<file path="src/rtl/core/kbd_diff_pkg.sv">
// ----------------------------------------------------------------------------
// kbd_diff_pkg
// Types, codes and a helper function shared by the keyboard report differ.
// ----------------------------------------------------------------------------
`default_nettype none

package kbd_diff_pkg;

  // Number of usage bytes carried by one report beat.
  localparam int unsigned NumFields = 6;

  localparam logic [7:0] ErrorRollover   = 8'h01;
  localparam logic [7:0] UsageNumLock    = 8'h53;
  localparam logic [7:0] UsageCapsLock   = 8'h39;
  localparam logic [7:0] UsageScrollLock = 8'h47;

  localparam logic [2:0] KmNumLock    = 3'b001;
  localparam logic [2:0] KmCapsLock   = 3'b010;
  localparam logic [2:0] KmScrollLock = 3'b100;

  typedef enum logic [1:0] {
    KIND_RELEASE = 2'd0,
    KIND_PRESS   = 2'd1,
    KIND_LED     = 2'd2,
    KIND_END     = 2'd3
  } kind_e;

  typedef enum logic [2:0] {
    ST_IDLE,
    ST_CHECK,
    ST_RELEASE,
    ST_PRESS,
    ST_END
  } state_e;

  typedef struct packed {
    logic [7:0] key_0;
    logic [7:0] key_1;
    logic [7:0] key_2;
    logic [7:0] key_3;
    logic [7:0] key_4;
    logic [7:0] key_5;
  } report_t;

  typedef struct packed {
    logic [1:0] kind;
    logic [7:0] usage;
    logic [2:0] locks;
    logic       ignored;
    logic       last;
  } event_t;

  // Commands from the controller to the datapath.
  typedef struct packed {
    logic  load;
    logic  idx_clr;
    logic  idx_inc;
    logic  sel_new;
    logic  emit;
    kind_e kind;
    logic  ignored;
    logic  held_clr;
    logic  lock_toggle;
    logic  commit;
  } cmd_t;

  // Status from the datapath to the controller.
  typedef struct packed {
    logic rollover;
    logic idx_last;
    logic cand;
    logic is_lock;
    logic held;
    logic out_free;
  } status_t;

  function automatic logic [2:0] lock_mask(input logic [7:0] usage);
    logic [2:0] m;
    m = 3'b000;
    if (usage == UsageNumLock) begin
      m = KmNumLock;
    end else if (usage == UsageCapsLock) begin
      m = KmCapsLock;
    end else if (usage == UsageScrollLock) begin
      m = KmScrollLock;
    end
    return m;
  endfunction

endpackage

`default_nettype wire

</file>
<file path="src/rtl/core/kbd_diff_dp.sv">
// ----------------------------------------------------------------------------
// kbd_diff_dp
// Datapath: current and previous report, slot index, lock state and the
// registered event output.
// ----------------------------------------------------------------------------
`default_nettype none

module kbd_diff_dp #(
  parameter int unsigned KEY_SLOTS = 6
) (
  input  wire logic                 clk_i,
  input  wire logic                 rst_ni,
  input  wire kbd_diff_pkg::report_t in_i,
  input  wire kbd_diff_pkg::cmd_t   cmd_i,
  output kbd_diff_pkg::status_t     status_o,
  input  wire logic                 out_ready_i,
  output logic                      out_valid_o,
  output kbd_diff_pkg::event_t      out_o
);

  localparam int unsigned IdxW = (KEY_SLOTS > 1) ? $clog2(KEY_SLOTS) : 1;

  logic [7:0] in_keys [kbd_diff_pkg::NumFields];
  logic [7:0] now_d   [KEY_SLOTS];
  logic [7:0] now_q   [KEY_SLOTS];
  logic [7:0] prev_q  [KEY_SLOTS];

  logic [IdxW-1:0] idx_q;
  logic [2:0]      locks_q, locks_d;
  logic [2:0]      held_q, held_d;
  logic            rollover_q, rollover_d;
  logic            out_valid_q;
  kbd_diff_pkg::event_t out_q;

  logic [7:0] cand_u;
  logic [2:0] cand_m;
  logic       hit;
  logic       out_free;

  assign in_keys[0] = in_i.key_0;
  assign in_keys[1] = in_i.key_1;
  assign in_keys[2] = in_i.key_2;
  assign in_keys[3] = in_i.key_3;
  assign in_keys[4] = in_i.key_4;
  assign in_keys[5] = in_i.key_5;

  // Slots past the sixth field always read as no key.
  for (genvar k = 0; k < KEY_SLOTS; k++) begin : g_slot
    if (k < kbd_diff_pkg::NumFields) begin : g_field
      assign now_d[k] = in_keys[k];
    end else begin : g_zero
      assign now_d[k] = 8'h00;
    end
  end

  always_comb begin
    rollover_d = 1'b0;
    for (int k = 0; k < KEY_SLOTS; k++) begin
      if (now_d[k] == kbd_diff_pkg::ErrorRollover) begin
        rollover_d = 1'b1;
      end
    end
  end

  // Candidate usage of the current slot, looked up in the other report.
  always_comb begin
    cand_u = cmd_i.sel_new ? now_q[idx_q] : prev_q[idx_q];
    hit    = 1'b0;
    for (int k = 0; k < KEY_SLOTS; k++) begin
      if (cmd_i.sel_new) begin
        if (prev_q[k] == cand_u) hit = 1'b1;
      end else begin
        if (now_q[k] == cand_u) hit = 1'b1;
      end
    end
  end

  assign cand_m   = kbd_diff_pkg::lock_mask(cand_u);
  assign out_free = !out_valid_q || out_ready_i;

  always_comb begin
    status_o.rollover = rollover_q;
    status_o.idx_last = (idx_q == IdxW'(KEY_SLOTS - 1));
    status_o.cand     = (cand_u != 8'h00) && !hit;
    status_o.is_lock  = (cand_m != 3'b000);
    status_o.held     = ((held_q & cand_m) != 3'b000);
    status_o.out_free = out_free;
  end

  always_comb begin
    locks_d = locks_q;
    held_d  = held_q;
    if (cmd_i.held_clr) begin
      held_d = held_q & ~cand_m;
    end
    if (cmd_i.lock_toggle) begin
      locks_d = locks_q ^ cand_m;
      held_d  = held_q | cand_m;
    end
  end

  always_ff @(posedge clk_i or negedge rst_ni) begin
    if (!rst_ni) begin
      for (int k = 0; k < KEY_SLOTS; k++) begin
        prev_q[k] <= 8'h00;
      end
      locks_q     <= kbd_diff_pkg::KmNumLock;
      held_q      <= 3'b000;
      idx_q       <= '0;
      out_valid_q <= 1'b0;
      rollover_q  <= 1'b0;
    end else begin
      locks_q <= locks_d;
      held_q  <= held_d;
      if (cmd_i.load) begin
        rollover_q <= rollover_d;
      end
      if (cmd_i.idx_clr) begin
        idx_q <= '0;
      end else if (cmd_i.idx_inc) begin
        idx_q <= idx_q + 1'b1;
      end
      if (cmd_i.commit) begin
        for (int k = 0; k < KEY_SLOTS; k++) begin
          prev_q[k] <= now_q[k];
        end
      end
      if (cmd_i.emit) begin
        out_valid_q <= 1'b1;
      end else if (out_ready_i) begin
        out_valid_q <= 1'b0;
      end
    end
  end

  always_ff @(posedge clk_i) begin
    if (cmd_i.load) begin
      for (int k = 0; k < KEY_SLOTS; k++) begin
        now_q[k] <= now_d[k];
      end
    end
    if (cmd_i.emit) begin
      out_q.kind <= cmd_i.kind;
      out_q.usage    <= ((cmd_i.kind == kbd_diff_pkg::KIND_RELEASE) ||
                         (cmd_i.kind == kbd_diff_pkg::KIND_PRESS)) ? cand_u : 8'h00;
      out_q.locks    <= locks_d;
      out_q.ignored  <= cmd_i.ignored;
      out_q.last     <= (cmd_i.kind == kbd_diff_pkg::KIND_END);
    end
  end

  assign out_valid_o = out_valid_q;
  assign out_o       = out_q;

endmodule

`default_nettype wire

</file>
<file path="src/rtl/core/kbd_diff_ctrl.sv">
// ----------------------------------------------------------------------------
// kbd_diff_ctrl
// Controller: sequences the release scan, the press scan and the end beat.
// ----------------------------------------------------------------------------
`default_nettype none

module kbd_diff_ctrl (
  input  wire logic                  clk_i,
  input  wire logic                  rst_ni,
  input  wire logic                  in_valid_i,
  output logic                       in_ready_o,
  input  wire kbd_diff_pkg::status_t status_i,
  output kbd_diff_pkg::cmd_t         cmd_o
);

  kbd_diff_pkg::state_e state_q, state_d;

  logic rel_adv;
  logic prs_need;
  logic prs_adv;

  assign rel_adv  = !status_i.cand || status_i.is_lock || status_i.out_free;
  assign prs_need = status_i.cand && (!status_i.is_lock || !status_i.held);
  assign prs_adv  = !prs_need || status_i.out_free;

  always_comb begin
    state_d = state_q;
    unique case (state_q)
      kbd_diff_pkg::ST_IDLE: begin
        if (in_valid_i) state_d = kbd_diff_pkg::ST_CHECK;
      end
      kbd_diff_pkg::ST_CHECK: begin
        state_d = status_i.rollover ? kbd_diff_pkg::ST_END : kbd_diff_pkg::ST_RELEASE;
      end
      kbd_diff_pkg::ST_RELEASE: begin
        if (rel_adv && status_i.idx_last) state_d = kbd_diff_pkg::ST_PRESS;
      end
      kbd_diff_pkg::ST_PRESS: begin
        if (prs_adv && status_i.idx_last) state_d = kbd_diff_pkg::ST_END;
      end
      kbd_diff_pkg::ST_END: begin
        if (status_i.out_free) state_d = kbd_diff_pkg::ST_IDLE;
      end
      default: state_d = kbd_diff_pkg::ST_IDLE;
    endcase
  end

  always_comb begin
    in_ready_o = 1'b0;
    cmd_o      = '0;
    cmd_o.kind = kbd_diff_pkg::KIND_END;
    unique case (state_q)
      kbd_diff_pkg::ST_IDLE: begin
        in_ready_o    = 1'b1;
        cmd_o.load    = in_valid_i;
        cmd_o.idx_clr = in_valid_i;
      end
      kbd_diff_pkg::ST_CHECK: begin
      end
      kbd_diff_pkg::ST_RELEASE: begin
        cmd_o.kind     = kbd_diff_pkg::KIND_RELEASE;
        cmd_o.emit     = status_i.cand && !status_i.is_lock && status_i.out_free;
        cmd_o.held_clr = status_i.cand && status_i.is_lock;
        cmd_o.idx_inc  = rel_adv && !status_i.idx_last;
        cmd_o.idx_clr  = rel_adv && status_i.idx_last;
      end
      kbd_diff_pkg::ST_PRESS: begin
        cmd_o.sel_new     = 1'b1;
        cmd_o.kind        = status_i.is_lock ? kbd_diff_pkg::KIND_LED
                                             : kbd_diff_pkg::KIND_PRESS;
        cmd_o.emit        = prs_need && status_i.out_free;
        cmd_o.lock_toggle = status_i.cand && status_i.is_lock && !status_i.held &&
                            status_i.out_free;
        cmd_o.idx_inc     = prs_adv && !status_i.idx_last;
      end
      kbd_diff_pkg::ST_END: begin
        cmd_o.kind    = kbd_diff_pkg::KIND_END;
        cmd_o.emit    = status_i.out_free;
        cmd_o.ignored = status_i.rollover;
        cmd_o.commit  = status_i.out_free && !status_i.rollover;
      end
      default: begin
      end
    endcase
  end

  always_ff @(posedge clk_i or negedge rst_ni) begin
    if (!rst_ni) begin
      state_q <= kbd_diff_pkg::ST_IDLE;
    end else begin
      state_q <= state_d;
    end
  end

endmodule

`default_nettype wire

</file>
<file path="src/rtl/core/keyboard_report_event_diff.sv">
// ----------------------------------------------------------------------------
// keyboard_report_event_diff
// Turns boot keyboard reports into release, press, LED update and end beats.
// ----------------------------------------------------------------------------
// Each input beat is one report of six usage bytes. A report holding the
// rollover error code in any slot yields a single end beat with ignored set
// and changes no state. Otherwise the block walks the stored previous report
// one slot per cycle, holding on a slot while its beat waits for the output
// register, and emits a release for each usage missing from the new report,
// then walks the new report likewise and emits a press for each usage
// missing from the old one. Usage zero never makes an event. Num, Caps and
// Scroll Lock keys make no key events: a fresh press toggles the lock bit
// and emits an LED update, a release only clears the held bit. Every report
// closes with an end beat whose last flag is set; locks always shows the
// lock state after that beat. The controller steps the single shared compare
// unit across the slots; a rollover report skips both walks and goes from
// the check state straight to the end beat. A new report is taken while the
// end beat of the previous one still waits in the output register.
// ----------------------------------------------------------------------------
`default_nettype none

module keyboard_report_event_diff #(
  parameter int unsigned KEY_SLOTS = 6
) (
  input  wire logic                  clk_i,
  input  wire logic                  rst_ni,
  input  wire logic                  in_valid_i,
  output logic                       in_ready_o,
  input  wire kbd_diff_pkg::report_t in_i,
  output logic                       out_valid_o,
  input  wire logic                  out_ready_i,
  output kbd_diff_pkg::event_t       out_o
);

  // Command and status buses between the sequencer and the datapath.
  kbd_diff_pkg::cmd_t    cmd;
  kbd_diff_pkg::status_t status;

  // The controller owns the input handshake and decides, slot by slot,
  // whether the datapath emits a beat, updates the lock state or advances.
  kbd_diff_ctrl u_ctrl (
    .clk_i      (clk_i),
    .rst_ni     (rst_ni),
    .in_valid_i (in_valid_i),
    .in_ready_o (in_ready_o),
    .status_i   (status),
    .cmd_o      (cmd)
  );

  // The datapath holds both reports, the lock state and the output register.
  kbd_diff_dp #(
    .KEY_SLOTS (KEY_SLOTS)
  ) u_dp (
    .clk_i       (clk_i),
    .rst_ni      (rst_ni),
    .in_i        (in_i),
    .cmd_i       (cmd),
    .status_o    (status),
    .out_ready_i (out_ready_i),
    .out_valid_o (out_valid_o),
    .out_o       (out_o)
  );

endmodule

`default_nettype wire

</file>
<file path="config.mk">
export PLATFORM = sky130hd
export DESIGN_NAME = keyboard_report_event_diff
export DESIGN_NICKNAME = d
export VERILOG_FILES = /design/src/rtl/core/kbd_diff_pkg.sv /design/src/rtl/core/kbd_diff_dp.sv /design/src/rtl/core/kbd_diff_ctrl.sv /design/src/rtl/core/keyboard_report_event_diff.sv
export SDC_FILE = /design/constraint.sdc
export NUM_CORES = 1
export LEC_CHECK = 0
export ABC_CLOCK_PERIOD_IN_PS = 11900
export BUFFER_PORTS_ARGS = -buffer_cell sky130_fd_sc_hd__buf_4
export CAP_MARGIN = 5
export CORE_MARGIN = 4
export CORE_UTILIZATION = 35
export DETAILED_ROUTE_END_ITERATION = 12
export PLACE_DENSITY_LB_ADDON = 0.2
export SLEW_MARGIN = 20
export SYNTH_ARGS = -nofsm -noshare
export SYNTH_HDL_FRONTEND = slang
export SYNTH_SLANG_ARGS = --single-unit
</file>
<file path="constraint.sdc">
create_clock -name clk_i -period 11.9 [get_ports clk_i]
set_input_delay 2.38 -clock clk_i [delete_from_list [all_inputs] [get_ports clk_i]]
set_output_delay 2.38 -clock clk_i [all_outputs]
set_load 0.01 [all_outputs]
</file>
==> impl_metrics.ini <==
[power_and_ir_drop]
power.internal_w = 0.00154
power_frac_seq = 0.316
pwr-share-comb = 0.453
leakage_nw = 3.19
switching_share = 0.384
switchingPower_w = 0.000962
vdd_drop_max_v = 0.000134
p_per_area_nw_per_um2 = 313
clkPwrFrac = 0.231

[sta]
rsz0062_at_grt = false
slew_headroom = 0.309
fin_setup_tns_ns = 0
drv_slew = 0
timing.final.crit_share = 0.412
fmax_ghz = 0.204
hold_violations = 0
finalSetupViolCount = 0
worst_pin_slew_ns = 1.03
whs_ns = 0.475
fin_worst_skew_ns = 0.00802
period_needed_ns = 4.90

[route]
first_iter_violations = 261
ant_nets = 0
drcViolationCount = 0
drtPass1Iterations = 5
num_vias = 4365
avgRoutedWirePerCell_um = 20.7
vias_per_cell = 5.44
drt-total-wl_um = 16600

[finish]
fin_nets = 610
diodes = 0
layout.cells.non_filler = 803
area_delta_synth_final_pct = 20.3
design_area_um2 = 8000
drive_gt1_frac = 0.339
final_core_util = 0.428

[setup_path]
end_kind = flop
reg2reg_depth = 11
worstSetupEndpoint = u_dp.out_o[4]$_DFFE_PP_
cp.arrival_ns = 5.02
critPathLaunchType = flop
critPathRequiredTime_ns = 12.03
worstSetupStartpoint = u_dp.idx_q[0]$_DFFE_PN0P_
rr_endpoint = u_dp.out_o[4]$_DFFE_PP_
crit_fanout = 41
critical_path_class = flop to flop
rrSetupSlack_ns = 7.00
r2r-start = u_dp.idx_q[0]$_DFFE_PN0P_

[grt]
grt_overflow = 0
grt_pass1_vias = 4547
use_met2 = 0.251
grt_max_degree = 63
use_met1 = 0.212
grt_pass1_wl_um = 26100
grt_util_met3 = 0.0408
antenna_found_initial = 1
gr-usage-all-layers = 0.161
top_usage_layer = met2

[place]
dpl_cell_area_um2 = 7330
place.gp.congestion = 0.917
dp.cells = 771
placement.io_buffers = 68
place_hpwl_um = 12200

[yosys]
syn_avg_cell_area_um2 = 13.4
synth_top_area_share = 0.284
synth_fp_nets = 551
synth_seq_cells = 125
netlist_area_um2 = 6650
synthTopCellsByArea = edfxtp_1 28%, dfrtp_1 23%, mux2_2 10%
dominantRegCellSynth = edfxtp_1
synth_area_leader_cell = edfxtp_1
synthCells = 497
ys_async_sr_fraction = 0.496
ys_seq_area_frac = 0.518
synth_warnings = 0
synth.distinct_cells = 51
synth-edff-count = 63

[clock_tree]
htree_levels = 4
post-cts-setup-buffers = 0
clock-sinks = 125
clkTransAtPathRegs_ns = 0.05
postCtsResizedCells = 0
clockBufferDepth = 2
clock_latency_ns = 0.42
ctsHoldBuffers = 0
clockRootBuffer = clkbuf_16
cts_tree = built
cts_made_buffers = 17

[hold_path]
hold_path_depth = 1
min-delay-path-class = flop to flop

[floorplanning]
start_util = 0.356
fp.dieArea_um2 = 21300
io_pins = 69
dieHeight_um = 146
die_w_um = 146
rows = 50
core_um2 = 18700

[flow_run]
drv_cap = 0

[status]
status = completed
worst min-delay path by stage:
stage / to / slack (ns) / startpoint
floorplan: u_dp.locks_q[1]$_DFF_PN0_ / 0.43 / u_dp.locks_q[1]$_DFF_PN0_
global route: u_dp.locks_q[2]$_DFF_PN0_ / 0.50 / u_dp.locks_q[2]$_DFF_PN0_
global placement: u_dp.locks_q[1]$_DFF_PN0_ / 0.46 / u_dp.locks_q[1]$_DFF_PN0_
CTS: u_dp.locks_q[2]$_DFF_PN0_ / 0.48 / u_dp.locks_q[2]$_DFF_PN0_
detailed placement: u_dp.locks_q[2]$_DFF_PN0_ / 0.47 / u_dp.locks_q[2]$_DFF_PN0_
finish: u_dp.locks_q[2]$_DFF_PN0_ / 0.47 / u_dp.locks_q[2]$_DFF_PN0_
layer usage:
metal | wire (um) | vias up | part of all wire
li1 | - | 2030 | -
met1 | 7520 | 2176 | 0.45
met2 | 7810 | 132 | 0.47
met3 | 829 | 25 | 0.050
met4 | 457 | 2 | 0.027
met5 | 13 | - | 0.00078
flip-flops by register name, summed over array words and instances (netlist names), named ones only:
| signal | cells |
|---|---|
| u_dp.prev_q | 48 |
| u_dp.rollover_q | 1 |
| u_dp.out_valid_o | 1 |
| u_dp.idx_q | 3 |
| u_dp.locks_q | 3 |
| u_dp.out_o | 15 |
| u_ctrl.state_q | 3 |
| u_dp.now_q | 48 |
worst max-delay path, cell delays in order (launching register included):
cell	delay, ns
dfrtp_2	1.01
mux4_2	0.61
a32oi_1	0.16
nand3_1	0.49
xor2_1	0.33
nand4_1	0.12
o21ai_1	0.09
a211oi_2	0.28
nand3_2	0.30
or3b_1	0.45
a21oi_1	0.46
buf_4	0.29
area by class of cell:
cell class | count | area, um2
sequential | 125 | 3450
multi-input combinational | 334 | 3040
fill | 1707 | 10700
clock buffer | 19 | 453
tap | 234 | 293
inverter | 6 | 22.5
timing repair buffer | 72 | 541
clock inverter | 13 | 210
synthesized netlist by cell type, types with 5 or more instances:
| master | number |
|---|---|
| mux4_2 | 16 |
| nand2b_1 | 11 |
| nor2_1 | 10 |
| mux2i_1 | 49 |
| nand4_1 | 11 |
| and3_1 | 9 |
| dfrtp_1 | 61 |
| nand3_1 | 11 |
| o211ai_1 | 5 |
| nor4b_1 | 6 |
| inv_1 | 6 |
| xor2_1 | 41 |
| mux2_2 | 60 |
| o21ai_0 | 9 |
| nand2_1 | 16 |
| buf_2 | 11 |
| nor4_1 | 16 |
| edfxtp_1 | 63 |
| clkbuf_1 | 14 |
| xnor2_1 | 10 |
| nor2b_1 | 5 |
per-stage QoR:
stage               setup slack, ns  power [W]
finish                         7.00    0.00250
global route                   6.62    0.00266
detailed placement             6.95    0.00194
floorplan                      7.96    0.00165
CTS                            6.95    0.00252
global placement               6.87    0.00191
layout by cell type, fill, tap and decap left out, types with 16 or more instances in the layout:
cell type	count
nand2_1	16
buf_4	72
mux2_2	60
nor4_1	16
mux4_2	16
dfrtp_1	60
clkbuf_16	17
mux2i_1	49
edfxtp_1	63
xor2_1	41
power by group through the flow:
| stage | logic [W] | registers [W] | clock network, W |
|---|---|---|---|
| 6_report | 0.00113 | 0.000791 | 0.000578 |
| 4_1_cts | 0.00114 | 0.000792 | 0.000589 |
| 3_3_place_gp | 0.00112 | 0.000792 | 0 |
| 2_1_floorplan | 0.000920 | 0.000727 | 0 |
| 5_1_grt | 0.00124 | 0.000818 | 0.000604 |
| 3_5_place_dp | 0.00114 | 0.000799 | 0 |
cells by family after synthesis:
kind of cell,share of synthesized area
buf+inv,0.0286
xor+xnor,0.0672
mux,0.229
flops,0.518
compound gates,0.0510
simple gates,0.102
fa+ha+maj,0.00376
No activity file was read; power rests on OpenSTA's default activity.
